File: src/hw/rtl/fdcg_pkg.sv
`default_nettype none

package fdcg_pkg;

  // frame buffer
  localparam int unsigned BUF_LIMIT = 64;
  localparam int unsigned LEN_W     = 7;
  localparam logic [LEN_W-1:0] LEN_MAX = 7'd127;

  // keyword matchers
  localparam int unsigned KW_COUNT = 5;
  localparam int unsigned KW_FWD   = 0;
  localparam int unsigned KW_BWD   = 1;
  localparam int unsigned KW_LEFT  = 2;
  localparam int unsigned KW_RIGHT = 3;
  localparam int unsigned KW_STOP  = 4;

  // special characters
  localparam logic [7:0] CH_OPEN  = 8'h3C;  // '<'
  localparam logic [7:0] CH_CLOSE = 8'h3E;  // '>'
  localparam logic [7:0] CH_NL    = 8'h0A;  // '\n'

  // drive modes
  localparam logic [2:0] M_STOP  = 3'd0;
  localparam logic [2:0] M_FWD   = 3'd1;
  localparam logic [2:0] M_BWD   = 3'd2;
  localparam logic [2:0] M_LEFT  = 3'd3;
  localparam logic [2:0] M_RIGHT = 3'd4;

  // bridge directions
  localparam logic [1:0] DIR_OFF = 2'd0;
  localparam logic [1:0] DIR_FWD = 2'd1;
  localparam logic [1:0] DIR_REV = 2'd2;

  // event codes
  localparam logic [3:0] EV_NONE    = 4'd0;
  localparam logic [3:0] EV_FWD     = 4'd1;
  localparam logic [3:0] EV_BWD     = 4'd2;
  localparam logic [3:0] EV_LEFT    = 4'd3;
  localparam logic [3:0] EV_RIGHT   = 4'd4;
  localparam logic [3:0] EV_STOP    = 4'd5;
  localparam logic [3:0] EV_REFUSED = 4'd6;
  localparam logic [3:0] EV_UNKNOWN = 4'd7;
  localparam logic [3:0] EV_TIMEOUT = 4'd8;

  // register indexes
  localparam logic [1:0] REG_OBSTACLE_CM = 2'd0;
  localparam logic [1:0] REG_DRIVE_SPEED = 2'd1;
  localparam logic [1:0] REG_TIMEOUT_MS  = 2'd2;

  // register reset values
  localparam logic [7:0]  OBSTACLE_CM_RST = 8'd15;
  localparam logic [7:0]  DRIVE_SPEED_RST = 8'd200;
  localparam logic [15:0] TIMEOUT_MS_RST  = 16'd500;

  // echo_us * 343 <= obstacle_cm * 20000 is the exact form of us * 0.0343 / 2 <= cm
  localparam int unsigned ECHO_SCALE = 343;
  localparam int unsigned OBST_SCALE = 20000;
  localparam int unsigned LIM_W      = 23;
  localparam int unsigned PROD_W     = 24;

  // x / 3 for 8-bit x as (x * 171) >> 9
  localparam int unsigned THIRD_MUL   = 171;
  localparam int unsigned THIRD_SHIFT = 9;

  function automatic logic [3:0] kw_len(input logic [2:0] k);
    logic [3:0] n;
    case (k)
      3'd0:    n = 4'd7;
      3'd1:    n = 4'd7;
      3'd2:    n = 4'd8;
      3'd3:    n = 4'd9;
      3'd4:    n = 4'd8;
      default: n = 4'd0;
    endcase
    return n;
  endfunction

  function automatic logic [7:0] kw_char(input logic [2:0] k, input logic [3:0] p);
    logic [7:0] c;
    c = 8'h00;
    if (p < 4'd4) begin
      case (p)
        4'd0:    c = (k == 3'd4) ? "C" : "D";
        4'd1:    c = (k == 3'd4) ? "M" : "I";
        4'd2:    c = (k == 3'd4) ? "D" : "R";
        default: c = ":";
      endcase
    end else begin
      case (k)
        3'd0: begin
          case (p)
            4'd4:    c = "F";
            4'd5:    c = "W";
            4'd6:    c = "D";
            default: c = 8'h00;
          endcase
        end
        3'd1: begin
          case (p)
            4'd4:    c = "B";
            4'd5:    c = "W";
            4'd6:    c = "D";
            default: c = 8'h00;
          endcase
        end
        3'd2: begin
          case (p)
            4'd4:    c = "L";
            4'd5:    c = "E";
            4'd6:    c = "F";
            4'd7:    c = "T";
            default: c = 8'h00;
          endcase
        end
        3'd3: begin
          case (p)
            4'd4:    c = "R";
            4'd5:    c = "I";
            4'd6:    c = "G";
            4'd7:    c = "H";
            4'd8:    c = "T";
            default: c = 8'h00;
          endcase
        end
        3'd4: begin
          case (p)
            4'd4:    c = "S";
            4'd5:    c = "T";
            4'd6:    c = "O";
            4'd7:    c = "P";
            default: c = 8'h00;
          endcase
        end
        default: c = 8'h00;
      endcase
    end
    return c;
  endfunction

endpackage

`default_nettype wire

File: src/hw/rtl/framed_drive_command_guard.sv
// framed drive command guard
//
// input channel (in_*): one word per received serial character (in_tuser 0)
// or per millisecond tick (in_tuser 1); in_tdata carries the character and
// the current ultrasonic echo width in microseconds
// result channel (out_*): exactly one word per input word, in order, giving
// both motor duties, both bridge directions and the event of that word
// config port (cfg_*): obstacle distance, drive speed and timeout, written
// at any edge with cfg_we high; meant to be written while the block is idle
//
// path: an accepted word passes from the input register through the update stage into the result register
// throughput: one word per cycle while out_tready is high, set by the single state
// update stage that sits between the input register and the result register
// stall: while out_tready is low the result register holds, the input
// register takes one more word, then in_tready drops until the result drains
// reset (rst_n low, synchronous): both registers empty, frame state and
// timer cleared, motors stopped, config back to 15 cm / 200 / 500 ms
`default_nettype none

module framed_drive_command_guard
  import fdcg_pkg::*;
(
  input  wire logic        clk,
  input  wire logic        rst_n,

  input  wire logic        in_tvalid,
  output logic             in_tready,
  input  wire logic [23:0] in_tdata,   // byte_value[7:0], echo_us[22:8], zero[23]
  input  wire logic [0:0]  in_tuser,   // func[0]: 0 character, 1 tick

  output logic             out_tvalid,
  input  wire logic        out_tready,
  output logic [23:0] out_tdata,       // left_duty[7:0], right_duty[15:8],
                                       // left_dir[17:16], right_dir[19:18],
                                       // event_res[23:20]

  input  wire logic        cfg_we,
  input  wire logic [1:0]  cfg_index,
  input  wire logic [15:0] cfg_wdata
);

  // config registers; obstacle distance kept pre-scaled for the compare
  logic [LIM_W-1:0] obst_lim_r;
  logic [7:0]       speed_r;
  logic [15:0]      timeout_r;

  // input register
  logic        s1_valid_r, s1_valid_nxt;
  logic        s1_func_r;
  logic [7:0]  s1_byte_r;
  logic [14:0] s1_echo_r;

  // frame and drive state
  logic [LEN_W-1:0] len_r, len_nxt;
  logic             open_r, open_nxt;
  logic             close_r, close_nxt;
  logic [3:0]       prog_r [KW_COUNT];
  logic [3:0]       prog_nxt [KW_COUNT];
  logic [KW_COUNT-1:0] found_r, found_nxt;
  logic [15:0]      elapsed_r, elapsed_nxt;
  logic [2:0]       mode_r, mode_nxt;

  // result register
  logic        out_valid_r, out_valid_nxt;
  logic [23:0] out_data_r, out_data_nxt;

  logic advance;

  // working values of the update stage
  logic [LEN_W-1:0]    len_inc;
  logic                open_f, close_f;
  logic [3:0]          prog_f [KW_COUNT];
  logic [KW_COUNT-1:0] found_f;
  logic [3:0]          p_tmp;
  logic                is_term;
  logic [PROD_W-1:0]   echo_prod;
  logic                blocked;
  logic [3:0]          ev;
  logic [16:0]         third_prod;
  logic [7:0]          third;
  logic [7:0]          ld, rd;
  logic [1:0]          ldir, rdir;

  assign advance    = s1_valid_r && (!out_valid_r || out_tready);
  assign in_tready  = !s1_valid_r || advance;
  assign out_tvalid = out_valid_r;
  assign out_tdata  = out_data_r;

  // exact obstacle test
  assign echo_prod = PROD_W'(s1_echo_r) * PROD_W'(ECHO_SCALE);
  assign blocked   = (s1_echo_r != 15'd0) && (echo_prod <= PROD_W'(obst_lim_r));

  // inner wheel speed of a turn
  assign third_prod = 17'(speed_r) * 17'(THIRD_MUL);
  assign third      = third_prod[THIRD_SHIFT +: 8];

  assign s1_valid_nxt = (in_tvalid && in_tready) ? 1'b1 : (advance ? 1'b0 : s1_valid_r);
  assign out_valid_nxt = advance ? 1'b1 : (out_tready ? 1'b0 : out_valid_r);

  // character matching: each keyword restarts at its first letter on a miss
  always_comb begin
    len_inc = (len_r < LEN_MAX) ? len_r + 7'd1 : len_r;
    open_f  = open_r  || (s1_byte_r == CH_OPEN);
    close_f = close_r || (s1_byte_r == CH_CLOSE);
    is_term = (s1_byte_r == CH_NL) || (s1_byte_r == CH_CLOSE);
    found_f = found_r;
    p_tmp   = 4'd0;
    for (int k = 0; k < KW_COUNT; k++) begin
      p_tmp = prog_r[k];
      if (p_tmp < kw_len(3'(k)) && s1_byte_r == kw_char(3'(k), p_tmp)) begin
        p_tmp = p_tmp + 4'd1;
      end else begin
        p_tmp = (s1_byte_r == kw_char(3'(k), 4'd0)) ? 4'd1 : 4'd0;
      end
      if (p_tmp >= kw_len(3'(k))) begin
        found_f[k] = 1'b1;
        p_tmp      = 4'd0;
      end
      prog_f[k] = p_tmp;
    end
  end

  // state update for the word in the input register
  always_comb begin
    len_nxt     = len_r;
    open_nxt    = open_r;
    close_nxt   = close_r;
    found_nxt   = found_r;
    elapsed_nxt = elapsed_r;
    mode_nxt    = mode_r;
    ev          = EV_NONE;
    for (int k = 0; k < KW_COUNT; k++) begin
      prog_nxt[k] = prog_r[k];
    end
    if (advance) begin
      if (!s1_func_r) begin
        len_nxt   = len_inc;
        open_nxt  = open_f;
        close_nxt = close_f;
        found_nxt = found_f;
        for (int k = 0; k < KW_COUNT; k++) begin
          prog_nxt[k] = prog_f[k];
        end
        if (is_term) begin
          if (open_f && close_f) begin
            // complete frame: run the highest priority keyword
            elapsed_nxt = 16'd0;
            if (found_f[KW_FWD]) begin
              if (blocked) begin
                ev = EV_REFUSED;
              end else begin
                mode_nxt = M_FWD;
                ev       = EV_FWD;
              end
            end else if (found_f[KW_BWD]) begin
              mode_nxt = M_BWD;
              ev       = EV_BWD;
            end else if (found_f[KW_LEFT]) begin
              mode_nxt = M_LEFT;
              ev       = EV_LEFT;
            end else if (found_f[KW_RIGHT]) begin
              mode_nxt = M_RIGHT;
              ev       = EV_RIGHT;
            end else if (found_f[KW_STOP]) begin
              mode_nxt = M_STOP;
              ev       = EV_STOP;
            end else begin
              ev = EV_UNKNOWN;
            end
            len_nxt   = '0;
            open_nxt  = 1'b0;
            close_nxt = 1'b0;
            found_nxt = '0;
            for (int k = 0; k < KW_COUNT; k++) begin
              prog_nxt[k] = 4'd0;
            end
          end
        end else if (len_inc > LEN_W'(BUF_LIMIT)) begin
          // overlong frame is dropped
          len_nxt   = '0;
          open_nxt  = 1'b0;
          close_nxt = 1'b0;
          found_nxt = '0;
          for (int k = 0; k < KW_COUNT; k++) begin
            prog_nxt[k] = 4'd0;
          end
        end
      end else begin
        if (elapsed_r != 16'hFFFF) begin
          elapsed_nxt = elapsed_r + 16'd1;
        end
        if (elapsed_nxt > timeout_r) begin
          mode_nxt = M_STOP;
          ev       = EV_TIMEOUT;
        end
      end
    end
  end

  // motor outputs from the mode after this word
  always_comb begin
    ld   = 8'd0;
    rd   = 8'd0;
    ldir = DIR_OFF;
    rdir = DIR_OFF;
    unique case (mode_nxt)
      M_FWD: begin
        ld = speed_r; rd = speed_r; ldir = DIR_FWD; rdir = DIR_FWD;
      end
      M_BWD: begin
        ld = speed_r; rd = speed_r; ldir = DIR_REV; rdir = DIR_REV;
      end
      M_LEFT: begin
        ld = third; rd = speed_r; ldir = DIR_FWD; rdir = DIR_FWD;
      end
      M_RIGHT: begin
        ld = speed_r; rd = third; ldir = DIR_FWD; rdir = DIR_FWD;
      end
      default: begin
        ld = 8'd0;
      end
    endcase
    out_data_nxt = advance ? {ev, rdir, ldir, rd, ld} : out_data_r;
  end

  // control, state and config registers
  always_ff @(posedge clk) begin
    if (!rst_n) begin
      s1_valid_r  <= 1'b0;
      out_valid_r <= 1'b0;
      len_r       <= '0;
      open_r      <= 1'b0;
      close_r     <= 1'b0;
      found_r     <= '0;
      elapsed_r   <= 16'd0;
      mode_r      <= M_STOP;
      for (int k = 0; k < KW_COUNT; k++) begin
        prog_r[k] <= 4'd0;
      end
      obst_lim_r  <= LIM_W'(OBSTACLE_CM_RST) * LIM_W'(OBST_SCALE);
      speed_r     <= DRIVE_SPEED_RST;
      timeout_r   <= TIMEOUT_MS_RST;
    end else begin
      s1_valid_r  <= s1_valid_nxt;
      out_valid_r <= out_valid_nxt;
      len_r       <= len_nxt;
      open_r      <= open_nxt;
      close_r     <= close_nxt;
      found_r     <= found_nxt;
      elapsed_r   <= elapsed_nxt;
      mode_r      <= mode_nxt;
      for (int k = 0; k < KW_COUNT; k++) begin
        prog_r[k] <= prog_nxt[k];
      end
      if (cfg_we) begin
        case (cfg_index)
          REG_OBSTACLE_CM: obst_lim_r <= LIM_W'(cfg_wdata[7:0]) * LIM_W'(OBST_SCALE);
          REG_DRIVE_SPEED: speed_r    <= cfg_wdata[7:0];
          REG_TIMEOUT_MS:  timeout_r  <= cfg_wdata;
          default:         ;
        endcase
      end
    end
  end

  // payload registers
  always_ff @(posedge clk) begin
    if (in_tvalid && in_tready) begin
      s1_func_r <= in_tuser[0];
      s1_byte_r <= in_tdata[7:0];
      s1_echo_r <= in_tdata[22:8];
    end
    out_data_r <= out_data_nxt;
  end

endmodule

`default_nettype wire

File: config.mk
export PLATFORM = sky130hd
export DESIGN_NAME = framed_drive_command_guard
export DESIGN_NICKNAME = d
export VERILOG_FILES = /design/src/hw/rtl/fdcg_pkg.sv /design/src/hw/rtl/framed_drive_command_guard.sv
export SDC_FILE = /design/constraint.sdc
export NUM_CORES = 1
export LEC_CHECK = 0
export ABC_AREA = 0
export BUFFER_PORTS_ARGS = -buffer_cell sky130_fd_sc_hd__buf_2
export CORE_MARGIN = 5
export CORE_UTILIZATION = 30
export DETAILED_ROUTE_END_ITERATION = 8
export GPL_ROUTABILITY_DRIVEN = 0
export GPL_TIMING_DRIVEN = 0
export SKIP_LAST_GASP = 1
export SLEW_MARGIN = 20
export SYNTH_ARGS = -nofsm -noshare
export SYNTH_HDL_FRONTEND = slang
export SYNTH_SLANG_ARGS = --single-unit
File: constraint.sdc
create_clock -name clk -period 7.8 [get_ports clk]
set_input_delay 0.39 -clock clk [delete_from_list [all_inputs] [get_ports clk]]
set_output_delay 0.39 -clock clk [all_outputs]
set_load 0.05 [all_outputs]
---- Word-level counts from Yosys, hierarchy flattened ----
Memories as Yosys holds them, arrays and structs flattened.
Index checks and enable logic that the tools add are counted.
cells by class
  eq/ne operators ......................... 49
  reductions and logical operators ........ 35
  bitwise gates (word level) .............. 6
  multipliers ............................. 3
  magnitude comparators ................... 19
  mux-type cells .......................... 99
  $add $sub $neg .......................... 7
operator list
  kind                                                  number
  one-hot mux 7 bit (3 select lines)                    7
  two-way mux 20 bit                                    5
  two-way mux 16 bit                                    6
  equality test 8 bit                                   10
  two-way mux 4 bit                                     20
  two-way mux 8 bit                                     10
  equality test 4 x 3 -> 1 bit (second input constant)  18
  one-hot mux 7 bit (4 select lines)                    2
  two-way mux 3 bit                                     14
  one-hot mux 7 bit (5 select lines)                    1
  one-hot mux 8 bit (2 select lines)                    2
  < comparator 4 x 3 -> 1 bit (second input constant)   7
  two-way mux 7 bit                                     4
  <= comparator 24 x 23 -> 1 bit                        1
  multiplier 15 x 9 -> 24 bit (second input constant)   1
  two-way mux 1 bit                                     22
  adder 4 x 1 -> 4 bit (second input constant)          5
  equality test 4 x 1 -> 1 bit (second input constant)  5
  equality test 4 x 2 -> 1 bit (second input constant)  5
  logical NOT 4 bit                                     5
  multiplier 8 x 10 -> 18 bit (second input constant)   1
  adder 16 x 1 -> 16 bit (second input constant)        1
  equality test 8 x 6 -> 1 bit (second input constant)  2
  greater-than comparator 16 bit                        1
  other kinds (29)                                      63
storage, ports and cells
  register bits ........................... 125
  memories ................................ 1
  output and inout bits ................... 26
  logic and storage cells ................. 234
  memory bits (writable) .................. 20
memories
  name    words  bits a word  read ports  clocked after memory_dff  wr ports  RTL line                          source
  prog_r  5      4            5           0                         5         framed_drive_command_guard.sv:57  logic [3:0] prog_r [KW_COUNT];

---- Longest topological paths before layout ----
An unclocked memory read counts as a cell.
  depth in word-level cells ............... 24
  gate-level depth with buffers ........... 32
  mapped depth without buffers ............ 30

---- Least setup slack after synthesis ----
OpenSTA, ideal clock, no wires.
  path kind ............................... reg-to-reg
  start ................................... register s1_echo_r[3]
  end ..................................... register out_data_r[14], in the netlist out_tdata[14] (data pin)
  required time ........................... 7.544 ns
  path slack .............................. 0.787 ns
  arrival time ............................ 6.757 ns
  stages on the path, launching flop included .. 33
  library setup time ...................... 0.256 ns
  cell sequence ........................... edfxtp_1 > inv_1 > fa_1 > inv_1 > ha_1 > ha_1 > inv_1 > fa_1 > inv_1 > fa_1 > a21o_1 > a21oi_1 > o21bai_1 > a21oi_1 > o21a_1 > o21ai_0 > nor3_1 > o21bai_1 > a21oi_1 > xnor2_1 > ha_1 > a21oi_1 > and3_1 > nor3b_1 > a211oi_1 > nor4b_1 > nor3b_1 > o21ai_1 > and4_1 > buf_2 > and2_0 > buf_2 > a22o_1
on the way
  cells in the longest elaborated chain, start to end .. 12
ends and longest elaborated chain
  what                                                                                 RTL line                           source
  from (decl)                                                                          framed_drive_command_guard.sv:51   logic [14:0] s1_echo_r;
  from (signal assigned)                                                               framed_drive_command_guard.sv:271  s1_echo_r <= in_tdata[22:8];
  multiplier 15 x 9 -> 24 bit                                                          framed_drive_command_guard.sv:90   assign echo_prod = PROD_W'(s1_echo_r) * PROD_W'(ECHO_SCALE);
  <= comparator 24 x 23 -> 1 bit                                                       framed_drive_command_guard.sv:91   assign blocked = (s1_echo_r != 15'd0) && (echo_prod <= PROD_W'(obst_lim_r));
  logical AND 1 bit *                                                                  framed_drive_command_guard.sv:91
  two-way mux 3 bit *                                                                  framed_drive_command_guard.sv:149  if (blocked) begin
  two-way mux 3 bit *                                                                  framed_drive_command_guard.sv:148  if (found_f[KW_FWD]) begin
  two-way mux 3 bit *                                                                  framed_drive_command_guard.sv:145  if (open_f && close_f) begin
  two-way mux 3 bit *                                                                  framed_drive_command_guard.sv:144  if (is_term) begin
  two-way mux 3 bit *                                                                  framed_drive_command_guard.sv:136  if (!s1_func_r) begin
  two-way mux 3 bit *                                                                  framed_drive_command_guard.sv:135  if (advance) begin
  equality test 3 x 2 -> 1 bit / equality test 3 x 1 -> 1 bit (equally long branches)  framed_drive_command_guard.sv:206  unique case (mode_nxt)
  OR reduction 3 bit (no line)                                                         n/a
  one-hot mux 8 bit (2 select lines) *                                                 framed_drive_command_guard.sv:206
  net rd[6]                                                                            framed_drive_command_guard.sv:81   logic [7:0] ld, rd;
  to (signal assigned)                                                                 framed_drive_command_guard.sv:273  out_data_r <= out_data_nxt;
  to (decl)                                                                            framed_drive_command_guard.sv:65   logic [23:0] out_data_r, out_data_nxt;
Mark *: on every way through the listed nets, which the timed path passes. The rest lies on a longest branch.
A chain may end at the register's enable or synchronous reset.

---- Worst setup path in the final report ----
  start ................................... register s1_echo_r[6]
  end ..................................... register out_data_r[14], in the netlist out_tdata[14] (data pin)
Same word-level chain as after synthesis.

==> flow_metrics.tcl <==
set metrics [dict create \
    drc_errors 0 \
    first_global_vias 11478 \
    leakage_nw 7.037 \
    postRouteAntennaNets 0 \
    synth_top_area_share 0.1941 \
    period_share 0.9622 \
    clk_pin_slew_ps 70 \
    die-area_sq_um 50380 \
    vias 11656 \
    regArea_sq_um 3323 \
    multi_input_area_sq_um 9443 \
    ys_seq_elements 143 \
    synth_area_leaders "ha_1 (19%), dfxtp_1 (14%), fa_1 (10%)" \
    syn_area_per_cell_sq_um 8.732 \
    dp_worst_setup_slack_ps -278.5 \
    syn_area_sq_um 13800 \
    busiest_layer "met2" \
    synth-edff-count 46 \
    ctsHoldBuffers 0 \
    worst_ep_arrival_time_ps 7690 \
    synthesis.instances 1580 \
    r2r-start "s1_echo_r[6]" \
    synth_top_area_cell "ha_1" \
    rows 78 \
    yosysMostFrequentCell "inv_1" \
    holdWs_ps 112.0 \
    finClkSkew_ps 12.51 \
    hold_class "in2reg" \
    required_ps 7990 \
    fmax_mhz 133.2 \
    cap_violations 0 \
    fin_ws_ps 294.6 \
    p_per_area_nw_per_um2 219.0 \
    worst_pin_slew_ps 996.0 \
    clk_latency_ps 450 \
    start_util 0.3034 \
    antennaDiodeCount 0 \
    synthFlopType "dfxtp_1" \
    final_hold_viol_count 0 \
    seq_area_frac_synth 0.2409 \
    outcome "finished, final reports clean" \
    cp-end-kind "flip-flop" \
    cp_max_fo 9 \
    viasPerCell 5.052 \
    grt_first_pass_wirelength_um 57290 \
    drt_first_pass_iters 5 \
    coreArea_sq_um 45480 \
    port_buffers 71 \
    period_minus_slack_ps 7505 \
    ys_warn_count 0 \
    synth_cell_types 78 \
    nets 2027 \
    htreeDepth 4 \
    routedWlPerCell_um 15.22 \
    syn_to_final_growth_pct 14.38 \
    r2r-end "out_tdata[14]" \
    cp-startpoint "s1_echo_r[6]" \
    track_usage 0.1393 \
    synth_common_cells "inv_1 (243), ha_1 (214), nand2_1 (122)" \
    totalPowerFinal_mw 3.456 \
    crit_type "reg2reg" \
    r2r_slack_ps 290 \
    die_width_um 224.5 \
    drt-initial-drc-count 792 \
    slowest_delay_ps 550 \
    gr-total-overflow 0 \
    final-max-slew-violation-count 0 \
    setup_viol 0 \
    antenna_found_initial 1 \
    clock_sinks 143 \
    grt_max_degree 28 \
    ctsRootBufferMaster "clkbuf_16" \
    min_to "s1_echo_r[7]" \
    relSlewSlack 0.3353 \
    die_h_um 224.5 \
    cts_tree "yes" \
    holdPathStages 1 \
    reg2reg_depth 31 \
    met3_usage 0.02401 \
    top_level_ports 74 \
    place_hpwl_um 27390 \
    critPathLaunchType "flip-flop" \
    wirelength_um 35120 \
    use_met1 0.1929 \
    async_flop_share 0 \
    cp_slowest_cell "fa_1" \
    fill_cells 4757 \
    ir_worst_vdd_mv 0.1920 \
    drive_gt1_frac 0.1008 \
    syn_nets 1913 \
    clock_path_buffers 2 \
    use_met2 0.2220 \
    min_from "in_tdata[15]" \
    cts_buffers 17 \
]
flip-flops by register name, summed over array words and instances, names as in the netlist, 3 cells and up:
signal and flops:
out_tdata 22, len_r 7, speed_r 8, found_r 5
s1_echo_r 15, obst_lim_r 18, elapsed_r 16, timeout_r 16
s1_byte_r 8, mode_r 3, prog_r 20
metal layers:
metal	up-vias	share of wire	wire, um
li1	5727	-	-
met1	5582	0.48	16850
met2	299	0.45	15750
met3	48	0.049	1722
met4	0	0.023	801
met5	-	0	0
per-stage QoR:
step,std cells,setup TNS [ps],utilization,area (sq um)
final,2307,0,0.3470,15780
after global routing,2307,-63.00,0.3470,15780
after CTS,2290,0,0.3425,15580
after detailed placement,2251,-3460,0.3279,14910
after global placement,2251,-9255,0.3277,14900
after floorplan,1580,0,-,13800
power by group:
part           internal (mW)  total, mW  switching [mW]
logic                  0.796       1.79           0.997
clock network          0.489      0.845           0.356
registers              0.795      0.818          0.0230
cell type report:
class	instances	share of cell area
plain buffers	54	0.01387
well taps	600	0.04757
clock buffers	23	0.03171
repair buffers	95	0.03417
flip-flops and latches	143	0.2106
clock inverters	9	0.005946
inverters	243	0.05780
multi-input cells	1140	0.5984
placed cells by master, fill, tap and decap left out, drive strengths merged, types with 12 or more instances in the layout:
cell and instances:
xnor2 34, nor2 69, edfxtp 46, and2 22
a21o 16, a22oi 16, nor3 32, xor2 23
fa 71, a21boi 34, nand3 51, clkbuf 66
o211ai 30, dfxtp 97, and3 19, a21oi 71
nor2b 35, inv 248, nand4 22, o21bai 12
ha 214, o21a 12, buf 106, nand2 122
o21ai 69
cells by family after synthesis:
kind of cell    share of synthesized area
flops                              0.2409
fa+ha+maj                          0.2971
simple gates                       0.1658
mux                               0.01043
compound gates                     0.1677
xor+xnor                          0.03618
buf+inv                           0.08198
what timing repair did:
| action | 4_1_cts | 5_1_grt |
|---|---|---|
| pin swaps | 1 | 5 |
| endpoints found under the setup margin | 17 | 18 |
| resized for setup | 3 | 18 |
| hold endpoints to repair | 0 | 0 |
| setup buffers | 7 | 17 |
worst max-delay path by stage:
stage	end	cells past startpoint
after CTS	out_tdata[14]	32
after global routing	out_tdata[14]	31
after detailed placement	out_tdata[3]	31
after floorplan	out_tdata[14]	32
after global placement	out_tdata[3]	31
final	out_tdata[14]	31
worst max-delay path, delay by kind of cell (launching register included):
family,cells,cell delay [ps]
AO/OA/AOI/OAI,11,2340
adder cells (fa/ha/maj),6,2560
XOR/XNOR,1,100
buffers and inverters,6,760
flip-flops,1,430
AND/OR/NAND/NOR,7,1030
Note: power is estimated with default switching activity, not from simulation.
